[src/design/psqs_pkg.sv]
// ----------------------------------------------------------------------------
// psqs_pkg
// Shared types, codes and the ordering function of the policy queue sorter.
// ----------------------------------------------------------------------------
package psqs_pkg;

   // Default number of stored job entries.
   localparam int QUEUE_DEPTH_DEFAULT = 16;

   // Command queue between the front and the back.
   localparam int CMDQ_DEPTH = 4;
   localparam int CMDQ_PTR_W = 2;
   localparam int CMDQ_CNT_W = 3;

   // Field widths.
   localparam int ID_W   = 8;
   localparam int PRIO_W = 8;
   localparam int SVC_W  = 16;
   localparam int DL_W   = 16;
   localparam int MODE_W = 3;
   localparam int SLOT_W = 4;

   // Request kinds.
   typedef enum logic [1:0] {
      KIND_LOAD  = 2'd0,
      KIND_SORT  = 2'd1,
      KIND_CLEAR = 2'd2
   } kind_type;

   // Policy modes; codes above real time are invalid.
   typedef enum logic [MODE_W-1:0] {
      POL_FCFS = 3'd0,
      POL_RR   = 3'd1,
      POL_PRIO = 3'd2,
      POL_SJF  = 3'd3,
      POL_RT   = 3'd4
   } policy_type;

   // Sorter states.
   typedef enum logic [1:0] {
      ST_IDLE,
      ST_SCAN,
      ST_PICK
   } back_state_type;

   // One stored job entry (49 bits).
   typedef struct packed {
      logic [ID_W-1:0]   id;
      logic [PRIO_W-1:0] prio;
      logic [SVC_W-1:0]  svc;
      logic              urg;
      logic [DL_W-1:0]   dl;
   } entry_type;

   // One command handed from the front to the back.
   typedef struct packed {
      kind_type  kind;
      entry_type entry;
   } cmd_type;

   // True if entry a must be placed strictly before entry b under mode.
   function automatic logic goes_before(entry_type a, entry_type b,
                                        logic [MODE_W-1:0] mode);
      logic res;
      case (mode)
         POL_FCFS: res = (a.id < b.id);
         POL_PRIO: res = (a.prio < b.prio);
         POL_SJF:  res = (a.svc < b.svc);
         POL_RT: begin
            if (a.urg != b.urg) res = a.urg;
            else                res = (a.dl < b.dl);
         end
         default:  res = 1'b0;
      endcase
      return res;
   endfunction

endpackage

[src/design/policy_selectable_queue_sorter_top.sv]
// ----------------------------------------------------------------------------
// policy_selectable_queue_sorter_top
// Job queue that reorders its stored entries by a selectable policy on a sort
// request and emits them in the new order.
// ----------------------------------------------------------------------------
// The front queues up to four requests, so loads stream in at one per cycle while the
// back is idle; during a sort the back takes no command and the front queue holds.
// A sort produces each result by one scan of the entry memory's single read port over
// the stored entries, followed by a pick.
// Reset clears the entry count, the drop flag, the policy mode and all queues;
// the entry memory is not cleared and needs no clearing pass.
// ----------------------------------------------------------------------------
module policy_selectable_queue_sorter_top #(
   parameter int QUEUE_DEPTH = psqs_pkg::QUEUE_DEPTH_DEFAULT
) (
   input  logic                              clock,
   input  logic                              reset,
   input  logic                              req_push,
   output logic                              req_full,
   input  logic [1:0]                        req_kind,
   input  logic [psqs_pkg::ID_W-1:0]         req_entry_id,
   input  logic [psqs_pkg::PRIO_W-1:0]       req_priority_level,
   input  logic [psqs_pkg::SVC_W-1:0]        req_service_time,
   input  logic                              req_is_urgent,
   input  logic [psqs_pkg::DL_W-1:0]         req_deadline,
   output logic                              rsp_empty,
   input  logic                              rsp_pop,
   output logic [psqs_pkg::ID_W-1:0]         rsp_out_id,
   output logic [psqs_pkg::PRIO_W-1:0]       rsp_out_priority,
   output logic [psqs_pkg::SVC_W-1:0]        rsp_out_service_time,
   output logic                              rsp_out_urgent,
   output logic [psqs_pkg::DL_W-1:0]         rsp_out_deadline,
   output logic [psqs_pkg::SLOT_W-1:0]       rsp_slot,
   output logic                              rsp_last,
   output logic                              rsp_mode_error,
   output logic                              rsp_overflowed,
   input  logic                              csr_wr_en,
   input  logic [psqs_pkg::MODE_W-1:0]       csr_wr_data
);

   localparam int IDX_W = $clog2(QUEUE_DEPTH);
   localparam int CNT_W = $clog2(QUEUE_DEPTH + 1);

   logic [psqs_pkg::MODE_W-1:0] policy_mode_ff;
   psqs_pkg::entry_type         req_entry;
   psqs_pkg::entry_type         rsp_entry;
   logic                        cmd_valid;
   psqs_pkg::cmd_type           cmd;
   logic                        cmd_pop;
   logic                        mem_wr_en;
   logic [IDX_W:0]              mem_wr_addr;
   psqs_pkg::entry_type         mem_wr_data;
   logic                        mem_rd_en;
   logic [IDX_W:0]              mem_rd_addr;
   psqs_pkg::entry_type         mem_rd_data;

   // Policy mode register.
   always_ff @(posedge clock) begin
      if (reset) begin
         policy_mode_ff <= psqs_pkg::POL_FCFS;
      end else if (csr_wr_en) begin
         policy_mode_ff <= csr_wr_data;
      end
   end

   // Pack the request fields into one entry.
   assign req_entry.id   = req_entry_id;
   assign req_entry.prio = req_priority_level;
   assign req_entry.svc  = req_service_time;
   assign req_entry.urg  = req_is_urgent;
   assign req_entry.dl   = req_deadline;

   psqs_front u_front (
      .clock     (clock),
      .reset     (reset),
      .req_push  (req_push),
      .req_full  (req_full),
      .req_kind  (req_kind),
      .req_entry (req_entry),
      .cmd_valid (cmd_valid),
      .cmd       (cmd),
      .cmd_pop   (cmd_pop)
   );

   // Each bank spans the full index range so that {bank, index} stays in range.
   psqs_store #(
      .DEPTH  (2 ** (IDX_W + 1)),
      .ADDR_W (IDX_W + 1)
   ) u_store (
      .clock   (clock),
      .wr_en   (mem_wr_en),
      .wr_addr (mem_wr_addr),
      .wr_data (mem_wr_data),
      .rd_en   (mem_rd_en),
      .rd_addr (mem_rd_addr),
      .rd_data (mem_rd_data)
   );

   psqs_back #(
      .QUEUE_DEPTH (QUEUE_DEPTH),
      .IDX_W       (IDX_W),
      .CNT_W       (CNT_W)
   ) u_back (
      .clock          (clock),
      .reset          (reset),
      .policy_mode    (policy_mode_ff),
      .cmd_valid      (cmd_valid),
      .cmd            (cmd),
      .cmd_pop        (cmd_pop),
      .mem_wr_en      (mem_wr_en),
      .mem_wr_addr    (mem_wr_addr),
      .mem_wr_data    (mem_wr_data),
      .mem_rd_en      (mem_rd_en),
      .mem_rd_addr    (mem_rd_addr),
      .mem_rd_data    (mem_rd_data),
      .rsp_empty      (rsp_empty),
      .rsp_pop        (rsp_pop),
      .rsp_entry      (rsp_entry),
      .rsp_slot       (rsp_slot),
      .rsp_last       (rsp_last),
      .rsp_mode_error (rsp_mode_error),
      .rsp_overflowed (rsp_overflowed)
   );

   // Unpack the result entry.
   assign rsp_out_id           = rsp_entry.id;
   assign rsp_out_priority     = rsp_entry.prio;
   assign rsp_out_service_time = rsp_entry.svc;
   assign rsp_out_urgent       = rsp_entry.urg;
   assign rsp_out_deadline     = rsp_entry.dl;

   // The back only takes a command that the front offers.
   a_pop_needs_valid: assert property (@(posedge clock) disable iff (reset)
      cmd_pop |-> cmd_valid)
      else $error("command popped from an empty queue");

   // A full front queue always has a command waiting for the back.
   a_full_has_cmd: assert property (@(posedge clock) disable iff (reset)
      req_full |-> cmd_valid)
      else $error("front reports full with no command pending");

   // Scan reads and stores are never issued in the same cycle.
   a_no_rw_overlap: assert property (@(posedge clock) disable iff (reset)
      !(mem_wr_en && mem_rd_en))
      else $error("entry memory read and write in the same cycle");

   // No result is offered right after reset.
   a_empty_after_reset: assert property (@(posedge clock)
      $past(reset) |-> rsp_empty)
      else $error("result offered right after reset");

endmodule

[src/design/psqs_front.sv]
// ----------------------------------------------------------------------------
// psqs_front
// Accepts requests, drops unknown kinds and queues commands for the back.
// ----------------------------------------------------------------------------
module psqs_front (
   input  logic                              clock,
   input  logic                              reset,
   input  logic                              req_push,
   output logic                              req_full,
   input  logic [1:0]                        req_kind,
   input  psqs_pkg::entry_type               req_entry,
   output logic                              cmd_valid,
   output psqs_pkg::cmd_type                 cmd,
   input  logic                              cmd_pop
);

   psqs_pkg::cmd_type                   queue_ff [psqs_pkg::CMDQ_DEPTH];
   logic [psqs_pkg::CMDQ_PTR_W-1:0]     wr_ptr_ff, wr_ptr_in;
   logic [psqs_pkg::CMDQ_PTR_W-1:0]     rd_ptr_ff, rd_ptr_in;
   logic [psqs_pkg::CMDQ_CNT_W-1:0]     cnt_ff, cnt_in;
   logic                                accept;
   logic                                known_kind;
   logic                                do_push;
   logic                                do_pop;

   // Classify the request; kinds without meaning are accepted and dropped.
   assign known_kind = req_kind inside {psqs_pkg::KIND_LOAD, psqs_pkg::KIND_SORT,
                                        psqs_pkg::KIND_CLEAR};
   assign req_full   = (cnt_ff == psqs_pkg::CMDQ_CNT_W'(psqs_pkg::CMDQ_DEPTH));
   assign accept     = req_push && !req_full;
   assign do_push    = accept && known_kind;
   assign do_pop     = cmd_pop && cmd_valid;

   assign cmd_valid  = (cnt_ff != '0);
   assign cmd        = queue_ff[rd_ptr_ff];

   // Pointer and fill count update.
   always_comb begin
      wr_ptr_in = wr_ptr_ff;
      rd_ptr_in = rd_ptr_ff;
      cnt_in    = cnt_ff;
      if (do_push) wr_ptr_in = wr_ptr_ff + 1'b1;
      if (do_pop)  rd_ptr_in = rd_ptr_ff + 1'b1;
      if (do_push && !do_pop) cnt_in = cnt_ff + 1'b1;
      else if (!do_push && do_pop) cnt_in = cnt_ff - 1'b1;
   end

   always_ff @(posedge clock) begin
      if (reset) begin
         wr_ptr_ff <= '0;
         rd_ptr_ff <= '0;
         cnt_ff    <= '0;
      end else begin
         wr_ptr_ff <= wr_ptr_in;
         rd_ptr_ff <= rd_ptr_in;
         cnt_ff    <= cnt_in;
      end
   end

   // Command storage.
   always_ff @(posedge clock) begin
      if (do_push) begin
         queue_ff[wr_ptr_ff].kind  <= psqs_pkg::kind_type'(req_kind);
         queue_ff[wr_ptr_ff].entry <= req_entry;
      end
   end

endmodule

[src/design/psqs_store.sv]
// ----------------------------------------------------------------------------
// psqs_store
// Entry memory with one write port and one registered read port.
// ----------------------------------------------------------------------------
module psqs_store #(
   parameter int DEPTH  = 2 * psqs_pkg::QUEUE_DEPTH_DEFAULT,
   parameter int ADDR_W = $clog2(DEPTH)
) (
   input  logic                clock,
   input  logic                wr_en,
   input  logic [ADDR_W-1:0]   wr_addr,
   input  psqs_pkg::entry_type wr_data,
   input  logic                rd_en,
   input  logic [ADDR_W-1:0]   rd_addr,
   output psqs_pkg::entry_type rd_data
);

   psqs_pkg::entry_type mem [DEPTH];
   psqs_pkg::entry_type rd_data_ff;

   // Write port.
   always_ff @(posedge clock) begin
      if (wr_en) mem[wr_addr] <= wr_data;
   end

   // Registered read port.
   always_ff @(posedge clock) begin
      if (rd_en) rd_data_ff <= mem[rd_addr];
   end

   assign rd_data = rd_data_ff;

endmodule

[src/design/psqs_back.sv]
// ----------------------------------------------------------------------------
// psqs_back
// Executes commands: stores loads, clears, and runs a stable selection sort
// that writes the new order into the other memory bank while emitting it.
// ----------------------------------------------------------------------------
module psqs_back #(
   parameter int QUEUE_DEPTH = psqs_pkg::QUEUE_DEPTH_DEFAULT,
   parameter int IDX_W       = $clog2(QUEUE_DEPTH),
   parameter int CNT_W       = $clog2(QUEUE_DEPTH + 1)
) (
   input  logic                          clock,
   input  logic                          reset,
   input  logic [psqs_pkg::MODE_W-1:0]   policy_mode,
   input  logic                          cmd_valid,
   input  psqs_pkg::cmd_type             cmd,
   output logic                          cmd_pop,
   output logic                          mem_wr_en,
   output logic [IDX_W:0]                mem_wr_addr,
   output psqs_pkg::entry_type           mem_wr_data,
   output logic                          mem_rd_en,
   output logic [IDX_W:0]                mem_rd_addr,
   input  psqs_pkg::entry_type           mem_rd_data,
   output logic                          rsp_empty,
   input  logic                          rsp_pop,
   output psqs_pkg::entry_type           rsp_entry,
   output logic [psqs_pkg::SLOT_W-1:0]   rsp_slot,
   output logic                          rsp_last,
   output logic                          rsp_mode_error,
   output logic                          rsp_overflowed
);

   psqs_pkg::back_state_type            state_ff, state_in;
   logic                                bank_ff, bank_in;
   logic [CNT_W-1:0]                    count_ff, count_in;
   logic                                drop_ff, drop_in;
   logic [psqs_pkg::MODE_W-1:0]         mode_ff, mode_in;
   logic                                err_ff, err_in;
   logic [CNT_W-1:0]                    out_k_ff, out_k_in;
   logic [CNT_W-1:0]                    rd_idx_ff, rd_idx_in;
   logic                                rd_vld_ff, rd_vld_in;
   logic [IDX_W-1:0]                    rd_tag_ff, rd_tag_in;
   logic                                best_vld_ff, best_vld_in;
   psqs_pkg::entry_type                 best_ff, best_in;
   logic [IDX_W-1:0]                    best_tag_ff, best_tag_in;
   logic [QUEUE_DEPTH-1:0]              taken_ff, taken_in;
   logic                                rsp_vld_ff, rsp_vld_in;
   psqs_pkg::entry_type                 rsp_entry_ff, rsp_entry_in;
   logic [psqs_pkg::SLOT_W-1:0]         rsp_slot_ff, rsp_slot_in;
   logic                                rsp_last_ff, rsp_last_in;
   logic                                rsp_err_ff, rsp_err_in;
   logic                                rsp_ovf_ff, rsp_ovf_in;
   logic                                emit_ok;
   logic                                is_last;
   logic                                scan_done;
   logic                                is_sort;

   assign emit_ok   = !rsp_vld_ff || rsp_pop;
   assign is_last   = ((out_k_ff + CNT_W'(1)) == count_ff);
   assign scan_done = (rd_idx_ff == count_ff) && !rd_vld_ff;
   assign is_sort   = cmd_valid && (cmd.kind == psqs_pkg::KIND_SORT);

   // Next state.
   always_comb begin
      state_in = state_ff;
      case (state_ff)
         psqs_pkg::ST_IDLE: begin
            if (is_sort && (count_ff != '0)) state_in = psqs_pkg::ST_SCAN;
         end
         psqs_pkg::ST_SCAN: begin
            if (scan_done) state_in = psqs_pkg::ST_PICK;
         end
         psqs_pkg::ST_PICK: begin
            if (emit_ok) state_in = is_last ? psqs_pkg::ST_IDLE : psqs_pkg::ST_SCAN;
         end
         default: state_in = psqs_pkg::ST_IDLE;
      endcase
   end

   // Outputs and datapath next values.
   always_comb begin
      cmd_pop      = 1'b0;
      mem_wr_en    = 1'b0;
      mem_wr_addr  = {bank_ff, count_ff[IDX_W-1:0]};
      mem_wr_data  = cmd.entry;
      mem_rd_en    = 1'b0;
      mem_rd_addr  = {bank_ff, rd_idx_ff[IDX_W-1:0]};
      bank_in      = bank_ff;
      count_in     = count_ff;
      drop_in      = drop_ff;
      mode_in      = mode_ff;
      err_in       = err_ff;
      out_k_in     = out_k_ff;
      rd_idx_in    = rd_idx_ff;
      rd_vld_in    = 1'b0;
      rd_tag_in    = rd_tag_ff;
      best_vld_in  = best_vld_ff;
      best_in      = best_ff;
      best_tag_in  = best_tag_ff;
      taken_in     = taken_ff;
      rsp_vld_in   = rsp_vld_ff && !rsp_pop;
      rsp_entry_in = rsp_entry_ff;
      rsp_slot_in  = rsp_slot_ff;
      rsp_last_in  = rsp_last_ff;
      rsp_err_in   = rsp_err_ff;
      rsp_ovf_in   = rsp_ovf_ff;
      case (state_ff)
         psqs_pkg::ST_IDLE: begin
            if (cmd_valid) begin
               cmd_pop = 1'b1;
               case (cmd.kind)
                  psqs_pkg::KIND_LOAD: begin
                     if (count_ff < CNT_W'(QUEUE_DEPTH)) begin
                        mem_wr_en = 1'b1;
                        count_in  = count_ff + CNT_W'(1);
                     end else begin
                        drop_in = 1'b1;
                     end
                  end
                  psqs_pkg::KIND_CLEAR: begin
                     count_in = '0;
                     drop_in  = 1'b0;
                  end
                  psqs_pkg::KIND_SORT: begin
                     mode_in     = policy_mode;
                     err_in      = (policy_mode > psqs_pkg::POL_RT);
                     out_k_in    = '0;
                     rd_idx_in   = '0;
                     best_vld_in = 1'b0;
                     taken_in    = '0;
                  end
                  default: ;
               endcase
            end
         end
         psqs_pkg::ST_SCAN: begin
            // Issue one read per cycle over the active bank.
            if (rd_idx_ff != count_ff) begin
               mem_rd_en = 1'b1;
               rd_vld_in = 1'b1;
               rd_tag_in = rd_idx_ff[IDX_W-1:0];
               rd_idx_in = rd_idx_ff + CNT_W'(1);
            end
            // Keep the first untaken entry that no later one beats.
            if (rd_vld_ff && !taken_ff[rd_tag_ff] &&
                (!best_vld_ff ||
                 psqs_pkg::goes_before(mem_rd_data, best_ff, mode_ff))) begin
               best_vld_in = 1'b1;
               best_in     = mem_rd_data;
               best_tag_in = rd_tag_ff;
            end
         end
         psqs_pkg::ST_PICK: begin
            if (emit_ok) begin
               mem_wr_en    = 1'b1;
               mem_wr_addr  = {!bank_ff, out_k_ff[IDX_W-1:0]};
               mem_wr_data  = best_ff;
               taken_in[best_tag_ff] = 1'b1;
               rsp_vld_in   = 1'b1;
               rsp_entry_in = best_ff;
               rsp_slot_in  = psqs_pkg::SLOT_W'(out_k_ff);
               rsp_last_in  = is_last;
               rsp_err_in   = err_ff;
               rsp_ovf_in   = drop_ff;
               out_k_in     = out_k_ff + CNT_W'(1);
               rd_idx_in    = '0;
               best_vld_in  = 1'b0;
               if (is_last) bank_in = !bank_ff;
            end
         end
         default: ;
      endcase
   end

   // Control registers.
   always_ff @(posedge clock) begin
      if (reset) begin
         state_ff    <= psqs_pkg::ST_IDLE;
         bank_ff     <= 1'b0;
         count_ff    <= '0;
         drop_ff     <= 1'b0;
         rd_vld_ff   <= 1'b0;
         best_vld_ff <= 1'b0;
         rsp_vld_ff  <= 1'b0;
         taken_ff    <= '0;
      end else begin
         state_ff    <= state_in;
         bank_ff     <= bank_in;
         count_ff    <= count_in;
         drop_ff     <= drop_in;
         rd_vld_ff   <= rd_vld_in;
         best_vld_ff <= best_vld_in;
         rsp_vld_ff  <= rsp_vld_in;
         taken_ff    <= taken_in;
      end
   end

   // Payload registers.
   always_ff @(posedge clock) begin
      mode_ff      <= mode_in;
      err_ff       <= err_in;
      out_k_ff     <= out_k_in;
      rd_idx_ff    <= rd_idx_in;
      rd_tag_ff    <= rd_tag_in;
      best_ff      <= best_in;
      best_tag_ff  <= best_tag_in;
      rsp_entry_ff <= rsp_entry_in;
      rsp_slot_ff  <= rsp_slot_in;
      rsp_last_ff  <= rsp_last_in;
      rsp_err_ff   <= rsp_err_in;
      rsp_ovf_ff   <= rsp_ovf_in;
   end

   assign rsp_empty      = !rsp_vld_ff;
   assign rsp_entry      = rsp_entry_ff;
   assign rsp_slot       = rsp_slot_ff;
   assign rsp_last       = rsp_last_ff;
   assign rsp_mode_error = rsp_err_ff;
   assign rsp_overflowed = rsp_ovf_ff;

endmodule

[config.mk]
export PLATFORM = sky130hd
export DESIGN_NAME = policy_selectable_queue_sorter_top
export DESIGN_NICKNAME = d
export VERILOG_FILES = /design/src/design/psqs_pkg.sv /design/src/design/policy_selectable_queue_sorter_top.sv /design/src/design/psqs_front.sv /design/src/design/psqs_store.sv /design/src/design/psqs_back.sv
export SDC_FILE = /design/constraint.sdc
export NUM_CORES = 2
export LEC_CHECK = 0
export ABC_CLOCK_PERIOD_IN_PS = 10500
export BUFFER_PORTS_ARGS = -buffer_cell sky130_fd_sc_hd__buf_4
export CAP_MARGIN = 0
export CORE_MARGIN = 2
export CORE_UTILIZATION = 55
export CTS_BUF_LIST = sky130_fd_sc_hd__clkbuf_8
export DETAILED_ROUTE_END_ITERATION = 16
export PLACE_DENSITY_LB_ADDON = 0.1
export SLEW_MARGIN = 10
export SYNTH_ARGS = -nofsm -noshare
export SYNTH_HDL_FRONTEND = slang
export SYNTH_SLANG_ARGS = --single-unit
[constraint.sdc]
create_clock -name clock -period 10.5 [get_ports clock]
set_clock_uncertainty 0.15 [all_clocks]
set_input_delay 1.05 -clock clock [delete_from_list [all_inputs] [get_ports clock]]
set_output_delay 1.05 -clock clock [all_outputs]
set_load 0.05 [all_outputs]
==> flow_summary.json <==
{
  "max-vdd-ir-drop_v": 0.000151,
  "globalRouteTotalUtil_pct": 25.7,
  "status": "complete, no violations",
  "rsz0062_at_grt": "no",
  "yosys_register_bits": 1988,
  "htreeDepth": 5,
  "routed_wl_um": 179000,
  "die_h_um": 375,
  "p_int_w": 0.0143,
  "ant_nets": 0,
  "synth_largest_area_cell": "edfxtp_1",
  "relSlewSlack_pct": 13.7,
  "clkLatencyLatePin_ps": 1030,
  "crit_type": "reg2reg",
  "vias": 35800,
  "cpMostUsedCell": "buf_4",
  "synth.avg_cell_area_um2": 23.4,
  "synth_top_area_share_pct": 77.1,
  "synth.most_common_cell": "edfxtp_1",
  "regArea_um2": 59300,
  "root_buffer": "clkbuf_8",
  "syn_area_um2": 75900,
  "io_buffer_count": 116,
  "layout-drive-gt1-share_pct": 32.8,
  "area_growth_pct": 12.3,
  "drtIter0Drc": 3900,
  "final_hold_viol_count": 0,
  "finalCritPeriodShare_pct": 47.5,
  "setup_viol": 0,
  "multi_input_area_um2": 16200,
  "min_period_ps": 4980,
  "ys_top_cells_by_area": "edfxtp_1, mux4_2, dfxtp_1, ha_1, mux2_2",
  "critPathCaptureType": "register",
  "synth_enable_flop_cells": 1948,
  "syn_nets": 3352,
  "holdBufCountCts": 0,
  "avgRoutedWirePerCell_um": 31.7,
  "io_pins": 117,
  "antenna_found_initial": 10,
  "crit_path_start_kind": "register",
  "die_area_um2": 141000,
  "die_w_um": 375,
  "ctsResizeCount": 0,
  "vias_per_cell": 6.34,
  "gp_congestion": 0.795,
  "yosys_warnings": 0,
  "cap_viol_max_count": 0,
  "clk_pin_slew_ps": 60,
  "finalCoreUtilization_pct": 62.1,
  "synth_seq_area_share_pct": 78.2,
  "p_sw_w": 0.00527,
  "p_comb_share_pct": 19.1,
  "pwr-share-seq_pct": 50.6,
  "tightest_slew_ps": 1290,
  "tns_ps": 0,
  "netSwitchingFraction_pct": 27.0,
  "cts.sinks": 1988,
  "core_area_um2": 137000,
  "drv_slew": 0,
  "overflow": 0,
  "grt_pass1_vias": 37000,
  "max_stage_delay_ps": 1160,
  "cts_setup_buffers": 0,
  "synthFlopType": "edfxtp_1",
  "syn_inst": 3239,
  "clock_path_buffers": 4,
  "crit_arrival_ps": 5470,
  "grt_max_degree": 138,
  "fmax_mhz": 201,
  "p_leak_nw": 27.3,
  "rows": 136,
  "post-route-drc-count": 0,
  "fill_cells": 9350,
  "initial_utilization_pct": 55.3,
  "r2r_slack_ps": 5520,
  "grt_first_pass_wirelength_um": 258000,
  "cp.required_ps": 10980,
  "numCtsBuffers": 325,
  "cts_tree": "done",
  "synth.distinct_cells": 61,
  "dp_hpwl_um": 98300,
  "synth-async-reset-ratio_pct": 0,
  "powerDensity_nw_per_um2": 229,
  "p_clk_share_pct": 30.4,
  "yosys-top-cells-count": "edfxtp_1, mux4_2, clkbuf_1",
  "crit_fanout": 38,
  "layout.nets": 3729,
  "slowest_stage": "nor2_4",
  "dr.pass1.iters": 5,
  "crit_path_cell_trace": "nand3_4 -> inv_4 -> buf_4 -> a31oi_2 -> nor2_4 -> buf_4",
  "min_path_type": "in2reg"
}
[power by group through the flow]
| stage | registers (W) | logic, W | clock network (W) |
|---|---|---|---|
| final | 0.00987 | 0.00373 | 0.00593 |
| after global routing | 0.00989 | 0.00399 | 0.00642 |
| after CTS | 0.00988 | 0.00374 | 0.00607 |
| after detailed placement | 0.0100 | 0.00373 | 0 |
| after global placement | 0.0100 | 0.00361 | 0 |
| after floorplan | 0.0100 | 0.00240 | 0 |
[sequential cells by signal, summed over array words and instances, names as in the netlist, 5 cells and up, named ones only]
register and count:
u_store.rd_data 49, u_back.count_ff 5, u_back.rsp_entry 49, u_back.out_k_ff 5
u_front.queue_ff 204, u_back.rd_idx_ff 5, u_back.taken_ff 16, u_back.best_ff 49
u_store.mem 1568
[critical path: cells and delay by family (launching register included)]
kind,cells,cell delay [ps]
simple gates,2,1390
compound gates,1,550
flops,1,690
buf+inv,3,1790
[layout by cell type, fill, tap and decap left out, drive strengths merged, types with 49 or more instances in the layout]
cell    instances
mux4          546
o21ai          61
edfxtp       1948
clkbuf        338
buf           204
inv           158
ha             53
clkinv        101
mux2           49
nand2          78
nor2           79
[metrics by stage]
stage / hold WS, ps / instances / instance area [um^2] / power (W) / setup slack, ps
2_1_floorplan: 250 / 3239 / 75900 / 0.0124 / 2530
3_3_place_gp: 271 / 5082 / 79500 / 0.0136 / 4870
3_5_place_dp: 266 / 5083 / 79500 / 0.0138 / 4780
4_1_cts: 3.34 / 5630 / 85100 / 0.0197 / 5470
5_1_grt: 51.7 / 5636 / 85200 / 0.0203 / 5290
6_report: 98.9 / 5639 / 85200 / 0.0195 / 5520
[logic make-up (layout without fill, tap and decap cells)]
group | after synthesis | count (layout) | share of synthesized area [%]
flip-flops | 1988 | 1988 | 78.2
adder cells (fa/ha/maj) | 54 | 54 | 0.900
buffers and inverters | 212 | 809 | 1.11
AND/OR/NAND/NOR | 229 | 229 | 1.44
AO/OA/AOI/OAI | 133 | 133 | 1.11
XOR/XNOR | 23 | 23 | 0.284
multiplexers | 600 | 600 | 17.0
other | 0 | 9 | 0
[layout make-up]
type | instances | area share (%)
multi-input cells | 1039 | 19.0
flip-flops and latches | 1988 | 69.6
clock buffers | 338 | 5.46
diodes | 9 | 0.0264
clock inverters | 209 | 1.10
well taps | 1794 | 2.63
inverters | 58 | 0.258
repair buffers | 204 | 1.89
[per-layer routing]
| metal | up-vias | wire length [um] | global-route usage (%) |
|---|---|---|---|
| met5 | - | 23 | 0 |
| met4 | 4 | 3190 | 6.49 |
| met3 | 274 | 13500 | 5.47 |
| met2 | 1559 | 87200 | 40.5 |
| met1 | 19400 | 74800 | 37.3 |
| li1 | 14500 | - | - |
[path summary, 6_finish.rpt]
check	startpoint	endpoint	cells after the start
max	u_back.state_ff[1]	u_store.mem[11][45]	6
min	req_service_time[2]	u_front.queue_ff[1][19]	1
max reg2reg	u_back.state_ff[1]	u_store.mem[11][45]	6
min reg2reg	u_back.err_ff	u_back.rsp_mode_error	0
No activity file was read; power rests on OpenSTA's default activity.
